[config.mk]
export PLATFORM = sky130hd
export DESIGN_NAME = video_display_timing_dma_core
export DESIGN_NICKNAME = d
export VERILOG_FILES = /design/src/rtl/core/vdtd_pkg.sv /design/src/rtl/core/vdtd_step.sv /design/src/rtl/core/video_display_timing_dma_core.sv
export SDC_FILE = /design/constraint.sdc
export NUM_CORES = 1
export LEC_CHECK = 0
export ABC_AREA = 1
export BUFFER_PORTS_ARGS = -buffer_cell sky130_fd_sc_hd__buf_2
export CAP_MARGIN = 40
export CORE_UTILIZATION = 28
export CTS_BUF_LIST = sky130_fd_sc_hd__clkbuf_16
export DETAILED_ROUTE_END_ITERATION = 10
export PLACE_DENSITY_LB_ADDON = 0.05
export SLEW_MARGIN = 20
export SYNTH_ARGS = -nofsm -noshare
export SYNTH_HDL_FRONTEND = slang
export SYNTH_SLANG_ARGS = --single-unit
[constraint.sdc]
create_clock -name clock -period 6 [get_ports clock]
set_input_delay 0.3 -clock clock [delete_from_list [all_inputs] [get_ports clock]]
set_output_delay 0.3 -clock clock [all_outputs]
set_load 0.005 [all_outputs]
[src/rtl/core/vdtd_pkg.sv]
// Shared types and constants for the display timing and row fetch core.
package vdtd_pkg;

   // Fixed geometry of the display and its timing
   localparam int unsigned ROW_PIXELS      = 64;
   localparam int unsigned LINES_PER_FRAME = 262;
   localparam int unsigned LINE_W          = 9;
   localparam int unsigned CYCLE_W         = 4;
   localparam int unsigned FUNC_W          = 2;
   localparam int unsigned ROW_INDEX_W     = 7;
   localparam int unsigned ROW_BYTES       = ROW_PIXELS / 8;

   // Sync windows, interrupt point, row window and DMA window, in lines and machine cycles
   localparam logic [LINE_W-1:0]  SYNC_A_START = 9'd60;
   localparam logic [LINE_W-1:0]  SYNC_A_END   = 9'd64;
   localparam logic [LINE_W-1:0]  SYNC_B_START = 9'd188;
   localparam logic [LINE_W-1:0]  SYNC_B_END   = 9'd192;
   localparam logic [LINE_W-1:0]  IRQ_LINE     = 9'd62;
   localparam logic [LINE_W-1:0]  ROW_FIRST    = 9'd64;
   localparam logic [LINE_W-1:0]  ROW_LAST     = 9'd191;
   localparam logic [LINE_W-1:0]  FRAME_LINES  = LINE_W'(LINES_PER_FRAME);
   localparam logic [CYCLE_W-1:0] IRQ_CYCLE    = 4'd2;
   localparam logic [CYCLE_W-1:0] DMA_FIRST    = 4'd4;
   localparam logic [CYCLE_W-1:0] DMA_LAST     = 4'd11;
   localparam logic [CYCLE_W-1:0] DMA_END      = 4'd12;
   localparam logic [CYCLE_W-1:0] LAST_CYCLE   = 4'd13;

   // Function codes of one request beat
   typedef enum logic [FUNC_W-1:0] {
      FUNC_TICK    = 2'd0,
      FUNC_DISP_OFF = 2'd1,
      FUNC_DISP_ON = 2'd2
   } func_type;

   // Timing state carried from beat to beat
   typedef struct packed {
      logic [LINE_W-1:0]  line_count;
      logic [CYCLE_W-1:0] cycle_in_line;
      logic               display_on;
      logic               ef_level;
      logic               frame_interrupted;
   } state_type;

   // One result beat
   typedef struct packed {
      logic                   ef_flag;
      logic                   raise_interrupt;
      logic                   cpu_cycle_taken;
      logic                   row_valid;
      logic [ROW_INDEX_W-1:0] row_index;
      logic [ROW_PIXELS-1:0]  row_pixels;
   } result_type;

endpackage

[src/rtl/core/vdtd_step.sv]
// Next-state and result logic for one request beat of the timing core.
module vdtd_step (
   input  vdtd_pkg::state_type               state,
   input  logic [vdtd_pkg::FUNC_W-1:0]       func,
   input  logic [vdtd_pkg::ROW_PIXELS-1:0]   dma_bytes,
   output vdtd_pkg::state_type               state_next,
   output vdtd_pkg::result_type              result
);
   import vdtd_pkg::*;

   logic [LINE_W-1:0]     line_inc;
   logic [LINE_W-1:0]     line_new;
   logic                  ef_new;
   logic                  frame_new;
   logic                  irq_point;
   logic                  burst;
   logic [CYCLE_W-1:0]    cycle_base;
   logic [CYCLE_W-1:0]    cycle_inc;
   logic [ROW_PIXELS-1:0] byte_mask;
   logic [LINE_W-1:0]     row_off;

   // Step the line counter on cycle zero and track the sync windows
   always_comb begin
      line_inc = state.line_count;
      ef_new   = state.ef_level;
      if (state.cycle_in_line == '0) begin
         line_inc = state.line_count + 1'b1;
         if (line_inc == SYNC_A_START) ef_new = 1'b0;
         if (line_inc == SYNC_A_END)   ef_new = 1'b1;
         if (line_inc == SYNC_B_START) ef_new = 1'b0;
         if (line_inc == SYNC_B_END)   ef_new = 1'b1;
      end
      line_new = (line_inc >= FRAME_LINES) ? '0 : line_inc;
   end

   // Arm or disarm the frame at the interrupt point
   assign irq_point = (state.cycle_in_line == IRQ_CYCLE) && (line_new == IRQ_LINE);
   assign frame_new = irq_point ? state.display_on : state.frame_interrupted;

   // Row fetch window
   assign burst = (line_new >= ROW_FIRST) && (line_new <= ROW_LAST) && state.display_on &&
                  frame_new && (state.cycle_in_line >= DMA_FIRST) &&
                  (state.cycle_in_line <= DMA_LAST);

   // Keep only the bytes that fit before cycle twelve, top byte first
   always_comb begin
      for (int b = 0; b < ROW_BYTES; b++) begin
         byte_mask[ROW_PIXELS-1-8*b -: 8] =
            ((CYCLE_W+1)'(b) + {1'b0, state.cycle_in_line} < {1'b0, DMA_END}) ? 8'hFF : 8'h00;
      end
   end

   // Advance the machine cycle, jumping past the burst
   assign cycle_base = burst ? DMA_LAST : state.cycle_in_line;
   assign cycle_inc  = cycle_base + 1'b1;
   assign row_off    = line_new - ROW_FIRST;

   // Select the outcome by function code
   always_comb begin
      state_next = state;
      result     = '0;
      unique case (func)
         FUNC_DISP_OFF: begin
            state_next.display_on = 1'b0;
         end
         FUNC_DISP_ON: begin
            state_next.display_on = 1'b1;
         end
         FUNC_TICK: begin
            state_next.line_count        = line_new;
            state_next.ef_level          = ef_new;
            state_next.frame_interrupted = frame_new;
            state_next.cycle_in_line     = (cycle_inc > LAST_CYCLE) ? '0 : cycle_inc;
            result.raise_interrupt       = irq_point & state.display_on;
            result.cpu_cycle_taken       = (irq_point & state.display_on) | burst;
            result.row_valid             = burst;
            result.row_index             = burst ? row_off[ROW_INDEX_W-1:0] : '0;
            result.row_pixels            = burst ? (dma_bytes & byte_mask) : '0;
         end
         default: begin
            // unused code: hold everything
         end
      endcase
      result.ef_flag = state_next.ef_level;
   end

endmodule

[src/rtl/core/video_display_timing_dma_core.sv]
// Display timing generator with DMA row fetch: state and output registers.
// One request beat is taken every clock while the result register is empty
// or being drained in the same cycle; each beat produces one result beat,
// held in the single result register from the following clock. A beat is a
// machine-cycle tick, a display-off port write or a display-on port read.
// Ticks step a machine-cycle counter through 0-13 and a 262-line frame
// counter, pull the flag low on lines 60-63 and 188-191, raise the interrupt
// on line 62 at IRQ_CYCLE when display is on, and on lines 64-191 of an armed
// frame with display on fetch one 64-pixel row from the DMA bytes. No warm-up
// is needed after reset. Throughput is one beat per clock unless output stalls.
module video_display_timing_dma_core (
   input  logic                                 clock,
   input  logic                                 reset,
   input  logic                                 req_valid,
   output logic                                 req_ready,
   input  logic [vdtd_pkg::FUNC_W-1:0]          req_func,
   input  logic [vdtd_pkg::ROW_PIXELS-1:0]      req_dma_bytes,
   output logic                                 rsp_valid,
   input  logic                                 rsp_ready,
   output logic                                 rsp_ef_flag,
   output logic                                 rsp_raise_interrupt,
   output logic                                 rsp_cpu_cycle_taken,
   output logic                                 rsp_row_valid,
   output logic [vdtd_pkg::ROW_INDEX_W-1:0]     rsp_row_index,
   output logic [vdtd_pkg::ROW_PIXELS-1:0]      rsp_row_pixels
);
   import vdtd_pkg::*;

   state_type  state_ff;
   state_type  state_in;
   result_type result_in;
   result_type rsp_ff;
   logic       rsp_valid_ff;
   logic       accept;

   // Take a beat whenever the result register frees up this cycle
   assign req_ready = !rsp_valid_ff || rsp_ready;
   assign accept    = req_valid && req_ready;

   vdtd_step u_step (
      .state      (state_ff),
      .func       (req_func),
      .dma_bytes  (req_dma_bytes),
      .state_next (state_in),
      .result     (result_in)
   );

   // Hold timing state and the result beat
   always_ff @(posedge clock) begin
      if (reset) begin
         state_ff.line_count        <= '0;
         state_ff.cycle_in_line     <= '0;
         state_ff.display_on        <= 1'b0;
         state_ff.ef_level          <= 1'b1;
         state_ff.frame_interrupted <= 1'b0;
         rsp_valid_ff               <= 1'b0;
      end else begin
         if (accept) begin
            state_ff     <= state_in;
            rsp_valid_ff <= 1'b1;
         end else if (rsp_ready) begin
            rsp_valid_ff <= 1'b0;
         end
      end
   end

   // Load payload without reset
   always_ff @(posedge clock) begin
      if (accept) begin
         rsp_ff <= result_in;
      end
   end

   assign rsp_valid           = rsp_valid_ff;
   assign rsp_ef_flag         = rsp_ff.ef_flag;
   assign rsp_raise_interrupt = rsp_ff.raise_interrupt;
   assign rsp_cpu_cycle_taken = rsp_ff.cpu_cycle_taken;
   assign rsp_row_valid       = rsp_ff.row_valid;
   assign rsp_row_index       = rsp_ff.row_index;
   assign rsp_row_pixels      = rsp_ff.row_pixels;

endmodule

==> impl_metrics.env, run 1 <==
export IMPL_max_slew_worst_pin_slew_ps=720.3
export IMPL_skew_ps=8.317
export IMPL_synth_nets=516
export IMPL_postCtsSetupBuffers=0
export IMPL_hp_class="in -> reg"
export IMPL_r2r_start="state_ff[5]$_SDFFE_PP0P_"
export IMPL_synth_xor_area_share_pct=0.6055
export IMPL_cts_sinks=92
export IMPL_required_ps=6170
export IMPL_p_int_w=0.001044
export IMPL_slew_headroom_pct=51.98
export IMPL_grt_pass1_wl_um=17370
export IMPL_tns_ps=0
export IMPL_p_switching_w=0.0003167
export IMPL_min_from="req_dma_bytes[57]"
export IMPL_yosysWarnings=0
export IMPL_pwr_share_comb_pct=8.8
export IMPL_synth_top_family_by_area="simple AND/OR/NAND/NOR gates"
export IMPL_finalSetupViolations=0
export IMPL_yosys_top_cells_area="edfxtp_1, nand2_1, dfxtp_1, nor2_1, nor3b_1"
export IMPL_wl_per_cell_um=14.14
export IMPL_netlist_area_leader_share_pct=51.90
export IMPL_critPathLaunch="state_ff[5]$_SDFFE_PP0P_"
export IMPL_synth_seq_cells=92
export IMPL_synth_mux_area_share_pct=0
export IMPL_yosys_area_share_simple_pct=23.73
export IMPL_antenna_cells=0
export IMPL_io_pins=147
export IMPL_slew_viol_final=0
export IMPL_cts_htree_levels=3
export IMPL_nets=664
export IMPL_synth_largest_area_cell="edfxtp_1"
export IMPL_num_vias=3464
export IMPL_route_detailed_drc=0
export IMPL_rsz0062_at_grt="false"
export IMPL_power_frac_seq_pct=53.6
export IMPL_clk_latency_ps=340
export IMPL_cts_buffer_depth=2
export IMPL_startpoint_type="flip-flop"
export IMPL_power_leakage_nw=2.490
export IMPL_gr_total_overflow=0
export IMPL_clock_fmax_mhz=316.7
export IMPL_gp_congestion=0.8492
export IMPL_ys_seq_area_share_pct=59.75
export IMPL_synthAdderAreaFrac_pct=3.172
export IMPL_postRouteAntennaNets=0
export IMPL_finalWirelength_um=10970
export IMPL_yosysUniqueCellTypes=34
export IMPL_first_global_vias=3393
export IMPL_final_common_cell="buf_2"
export IMPL_drt_first_pass_iters=4
export IMPL_worstSetupPathType="reg -> reg"
export IMPL_vdd_ir_drop_max_uv=123.2
export IMPL_crit_arrival_ps=3330
export IMPL_die_h_um=126.5
export IMPL_final_min_clock_period_ps=3158
export IMPL_final_cell_mix="buf_2, nand2_1, edfxtp_1, nor2_1, inv_1"
export IMPL_synth_edf_count=75
export IMPL_synth_compound_area_share_pct=7.180
export IMPL_drv_cap=0
export IMPL_area_growth_pct=27.85
export IMPL_cts_hold_fix_buffers=0
export IMPL_die_area_um2=16000
export IMPL_status="completed"
export IMPL_syn_avg_cell_area_um2=9.975
export IMPL_antenna_found_initial=1
export IMPL_synth_main_ff_cell="edfxtp_1"
export IMPL_pwr_share_clk_pct=37.7
export IMPL_dp_worst_setup_slack_ps=2777
export IMPL_cts_tree="yes"
export IMPL_design_area_um2=5548
export IMPL_place_area_um2=5278
export IMPL_async_flop_share_pct=0
export IMPL_min_period_over_period_pct=52.63
export IMPL_grt_util_all_layers_pct=14.27
export IMPL_crit_fanout=28
export IMPL_row_count=45
export IMPL_pwr_density_cell_nw_per_um2=245.3
export IMPL_crit_path_end_kind="flip-flop"
export IMPL_die_w_um=126.5
export IMPL_start_util_pct=28.65
export IMPL_fin_ws_ps=2842
export IMPL_syn_area_um2=4339
export IMPL_vias_per_cell=4.464
export IMPL_fp_coreArea_um2=15150
export IMPL_hold_violations=0
export IMPL_cts_made_buffers=9
export IMPL_numPortBuffers=146
export IMPL_drive_gt1_share_pct=31.46
export IMPL_drt_initial_drc_count=254
export IMPL_hpwl_um=8034
export IMPL_cts_resized_gates=0
export IMPL_grt_start_max_net_pins=53
export IMPL_clk_pin_slew_ps=70
export IMPL_fillCellCount=1580
export IMPL_synthCells=435
export IMPL_cts_root_buf="clkbuf_16"
export IMPL_p_sw_share_pct=23.28
-- worst max-delay path, cell delays in order, from the launching register on --
cell and delay (ps):
dfxtp_1 580, inv_1 230, nand2_2 140, nor2_4 80, nand2_1 110, nand3_1 90, nor2_1 130, nand4_1 90
nor2_1 130, nand4_2 120, nand2_2 120, nand2_4 100, nor2_8 330, inv_2 270, buf_12 240, nor3b_1 210
-- synthesized netlist by cell type (2+ instances only) --
cell and instances:
nand2_2 5, o21bai_1 2, a211oi_1 2, nor3b_2 2, o21ai_1 3, o21ai_0 19, nor2_1 65, ha_1 11
clkbuf_1 6, buf_6 5, nand2_1 93, a31oi_1 2, nor3b_1 22, inv_1 33, buf_2 4, nor2_2 2
dfxtp_1 17, nand3_1 14, edfxtp_1 75, nand4_1 8, nor4_1 2, inv_2 5, xor2_1 3, a21oi_1 25
-- final timing paths --
| check | cells past startpoint | slack, ps | end |
|---|---|---|---|
| worst min-delay path | 3 | 250 | rsp_row_pixels[57]$_SDFFCE_PN0P_ |
| worst min register to register | 2 | 510 | state_ff[1]$_SDFFE_PP1P_ |
| worst max register to register | 15 | 2840 | rsp_row_pixels[3]$_SDFFCE_PN0P_ |
| worst max-delay path | 15 | 2840 | rsp_row_pixels[3]$_SDFFCE_PN0P_ |
-- flip-flops by register name (all words and copies together) (netlist names) --
register,flops
rsp_row_pixels,64
state_ff,16
rsp_row_index,7
rsp_cpu_cycle_taken,1
rsp_ef_flag,1
rsp_raise_interrupt,1
rsp_row_valid,1
rsp_valid,1
-- power groups by stage --
stage	Combinational (W)	Sequential [W]	Clock [W]
after floorplan	0.0000527	0.000746	0
after global placement	0.000120	0.000743	0
after detailed placement	0.000121	0.000743	0
after CTS	0.000122	0.000729	0.000534
after global routing	0.000134	0.000731	0.000561
final	0.000119	0.000729	0.000513
-- through the flow --
step	util (%)	hold slack, ps	std cells	total power (W)
floorplan	-	457.5	435	0.0007987
global placement	34.53	493.4	757	0.0008626
detailed placement	34.85	495.2	759	0.0008645
CTS	36.58	232.0	775	0.001385
global route	36.63	242.5	776	0.001426
finish	36.63	251.2	776	0.001361
-- per-layer routing --
metal,global-route usage (%),vias to the layer above,wire length (µm)
met3,4.133,15,637
met2,23.76,96,5236
met4,6.095,2,187
li1,-,1778,-
met1,17.21,1573,4897
met5,0,-,13
-- logic make-up after synthesis --
logic type / after synthesis
xor gates and xnor gates: 3
and+or+nand+nor: 219
AOI/OAI and AO/OA: 57
DFF: 92
buffers and inverters: 53
adders and majority gates: 11
-- cell type report --
| cell class | count | area, µm² | share of cell area [%] |
|---|---|---|---|
| inverters | 38 | 143.9 | 2.594 |
| clock inverters | 7 | 37.54 | 0.6766 |
| repair buffers | 152 | 808.3 | 14.57 |
| flip-flops and latches | 92 | 2592 | 46.73 |
| clock buffers | 9 | 225.2 | 4.060 |
| multi-input cells | 290 | 1505 | 27.13 |
| well taps | 188 | 235.2 | 4.240 |
Power figures use the tool's default switching activity.
==> run 2: changes to the inputs <==
==> constraint.sdc (replaced) <==
create_clock -name clock -period 2.57 [get_ports clock]
set_input_delay 0.1285 -clock clock [delete_from_list [all_inputs] [get_ports clock]]
set_output_delay 0.1285 -clock clock [all_outputs]
set_load 0.005 [all_outputs]
==> run 2 against run 1 <==
Compared with the run above:
- wire length is 6.9% higher
- design area is 14% higher
- largest power group unchanged
- highest routed layer is now met4
- largest cell class unchanged
- critical endpoint is now rsp_row_pixels[19]$_SDFFCE_PN0P_
- sequential cell count stayed put
- non-clock buffer count is 49 higher
==> impl_metrics.env, run 2 (synthesized netlist as in run 1, its figures left out) <==
export IMPL_row_count=45
export IMPL_startpoint_type="flip-flop"
export IMPL_largest_register_ffs=64
export IMPL_final_util_pct=41.72
export IMPL_fp_coreArea_um2=15150
export IMPL_postRouteAntennaNets=0
export IMPL_die_w_um=126.5
export IMPL_antenna_found_initial=0
export IMPL_crit_path_end_kind="flip-flop"
export IMPL_antenna_cells=0
export IMPL_crit_fanout=7
export IMPL_slew_headroom_pct=68.96
export IMPL_cts_root_buf="clkbuf_16"
export IMPL_cts_hold_fix_buffers=0
export IMPL_drv_cap=0
export IMPL_whs_ps=80.62
export IMPL_worstSetupPathType="reg -> reg"
export IMPL_first_global_vias=3530
export IMPL_nets=714
export IMPL_design_area_um2=6319
export IMPL_die_h_um=126.5
export IMPL_hold_violations=0
export IMPL_place_area_um2=5515
export IMPL_gr_total_overflow=0
export IMPL_finalWirelength_um=11730
export IMPL_required_ps=2760
export IMPL_area_growth_pct=45.62
export IMPL_start_util_pct=28.65
export IMPL_io_pins=147
export IMPL_die_area_um2=16000
export IMPL_whs_endpoint="rsp_valid$_SDFFE_PP0P_"
export IMPL_cts_sinks=92
export IMPL_cts_made_buffers=9
export IMPL_r2r_start="state_ff[7]$_SDFFE_PP0P_"
export IMPL_crit_arrival_ps=2630
export IMPL_final_common_cell="buf_2"
export IMPL_grt_util_all_layers_pct=14.27
export IMPL_clk_pin_slew_ps=60
export IMPL_final_cell_mix="buf_2, nand2_1, edfxtp_1, nor2_1, buf_4"
export IMPL_drt_first_pass_iters=4
export IMPL_tns_ps=0
export IMPL_vias_per_cell=4.554
export IMPL_grt_start_max_net_pins=76
export IMPL_vdd_ir_drop_max_uv=374.8
export IMPL_r2r_cells=15
export IMPL_grt_pass1_wl_um=17700
export IMPL_finalSetupViolations=0
export IMPL_clk_latency_ps=340
export IMPL_clock_fmax_mhz=409.7
export IMPL_max_slew_worst_pin_slew_ps=460.8
export IMPL_wl_per_cell_um=14.20
export IMPL_dp_worst_setup_slack_ps=-45.10
export IMPL_cts_htree_levels=3
export IMPL_drive_gt1_share_pct=45.45
export IMPL_cts_buffer_depth=2
export IMPL_route_detailed_drc=0
export IMPL_hpwl_um=8140
export IMPL_final_min_clock_period_ps=2441
export IMPL_slew_viol_final=0
export IMPL_pwr_density_cell_nw_per_um2=561.4
export IMPL_holdPathStages=4
export IMPL_min_from="rsp_ready"
export IMPL_hp_class="in -> reg"
export IMPL_num_vias=3762
export IMPL_r2r_end="rsp_row_pixels[19]$_SDFFCE_PN0P_"
export IMPL_power_leakage_nw=2.856
export IMPL_status="completed"
export IMPL_r2r_setup_slack_ps=130
export IMPL_drt_initial_drc_count=190
export IMPL_cts_tree="yes"
export IMPL_min_period_over_period_pct=94.98
export IMPL_numPortBuffers=146
export IMPL_gp_congestion=0.7874
export IMPL_skew_ps=7.805
export IMPL_fin_ws_ps=129.1
-- run 2: what timing repair did --
action | in CTS | in global routing
endpoints found under the hold margin | 0 | 0
gates resized for setup | 10 | 63
setup endpoints to repair | 3 | 72
pin swaps | 5 | 21
cloned | 0 | 3
setup buffers | 7 | 10
-- run 2: worst max-delay path by stage --
stage | startpoint | to | slack (ps)
2_1_floorplan | rsp_valid$_SDFFE_PP0P_ | rsp_cpu_cycle_taken$_SDFFCE_PP0P_ | 110
3_3_place_gp | state_ff[7]$_SDFFE_PP0P_ | state_ff[3]$_SDFFE_PP0P_ | 70
3_5_place_dp | state_ff[7]$_SDFFE_PP0P_ | state_ff[6]$_SDFFE_PP0P_ | -50
4_1_cts | state_ff[8]$_SDFFE_PP0P_ | state_ff[6]$_SDFFE_PP0P_ | 10
5_1_grt | state_ff[7]$_SDFFE_PP0P_ | state_ff[4]$_SDFFE_PP0P_ | -20
6_report | state_ff[7]$_SDFFE_PP0P_ | rsp_row_pixels[19]$_SDFFCE_PN0P_ | 130
-- run 2: routing by layer --
layer | vias up | wire [µm] | global-route usage, %
met5 | - | 0 | 0
li1 | 1874 | - | -
met3 | 19 | 610 | 2.868
met1 | 1761 | 5189 | 17.18
met4 | 0 | 246 | 7.016
met2 | 108 | 5684 | 24.34
-- run 2: area by class of cell --
| cell class | instances | area (µm²) |
|---|---|---|
| clock buffers | 9 | 225.2 |
| clock inverters | 7 | 108.9 |
| fillers | 1504 | 8827 |
| inverters | 38 | 151.4 |
| multi-input cells | 291 | 1770 |
| flip-flops and latches | 92 | 2601 |
| well taps | 188 | 235.2 |
| repair buffers | 201 | 1226 |
-- run 2: metrics by stage --
stage / power [W] / std cells
2_1_floorplan: 0.001865 / 435
3_3_place_gp: 0.002035 / 790
3_5_place_dp: 0.002034 / 790
4_1_cts: 0.003567 / 813
5_1_grt: 0.003681 / 826
6_report: 0.003547 / 826
-- run 2: power breakdown --
group	leakage [nW]	internal, W	switching (W)
registers	0.902	0.00167	0.0000249
clock network	0.169	0.000940	0.000558
logic	1.78	0.000166	0.000183
-- run 2: critical path: stages (launching register included) --
cell and delay [ps]:
dfxtp_4 370, ha_4 150, nand2_4 60, o21bai_1 180, nand2_1 120, o21ai_2 210
nand4_1 120, nor2_1 120, nand4_2 110, nand2_2 110, nand2_4 90, buf_12 150
nor2_8 120, inv_6 70, clkbuf_16 170, nor3b_2 160
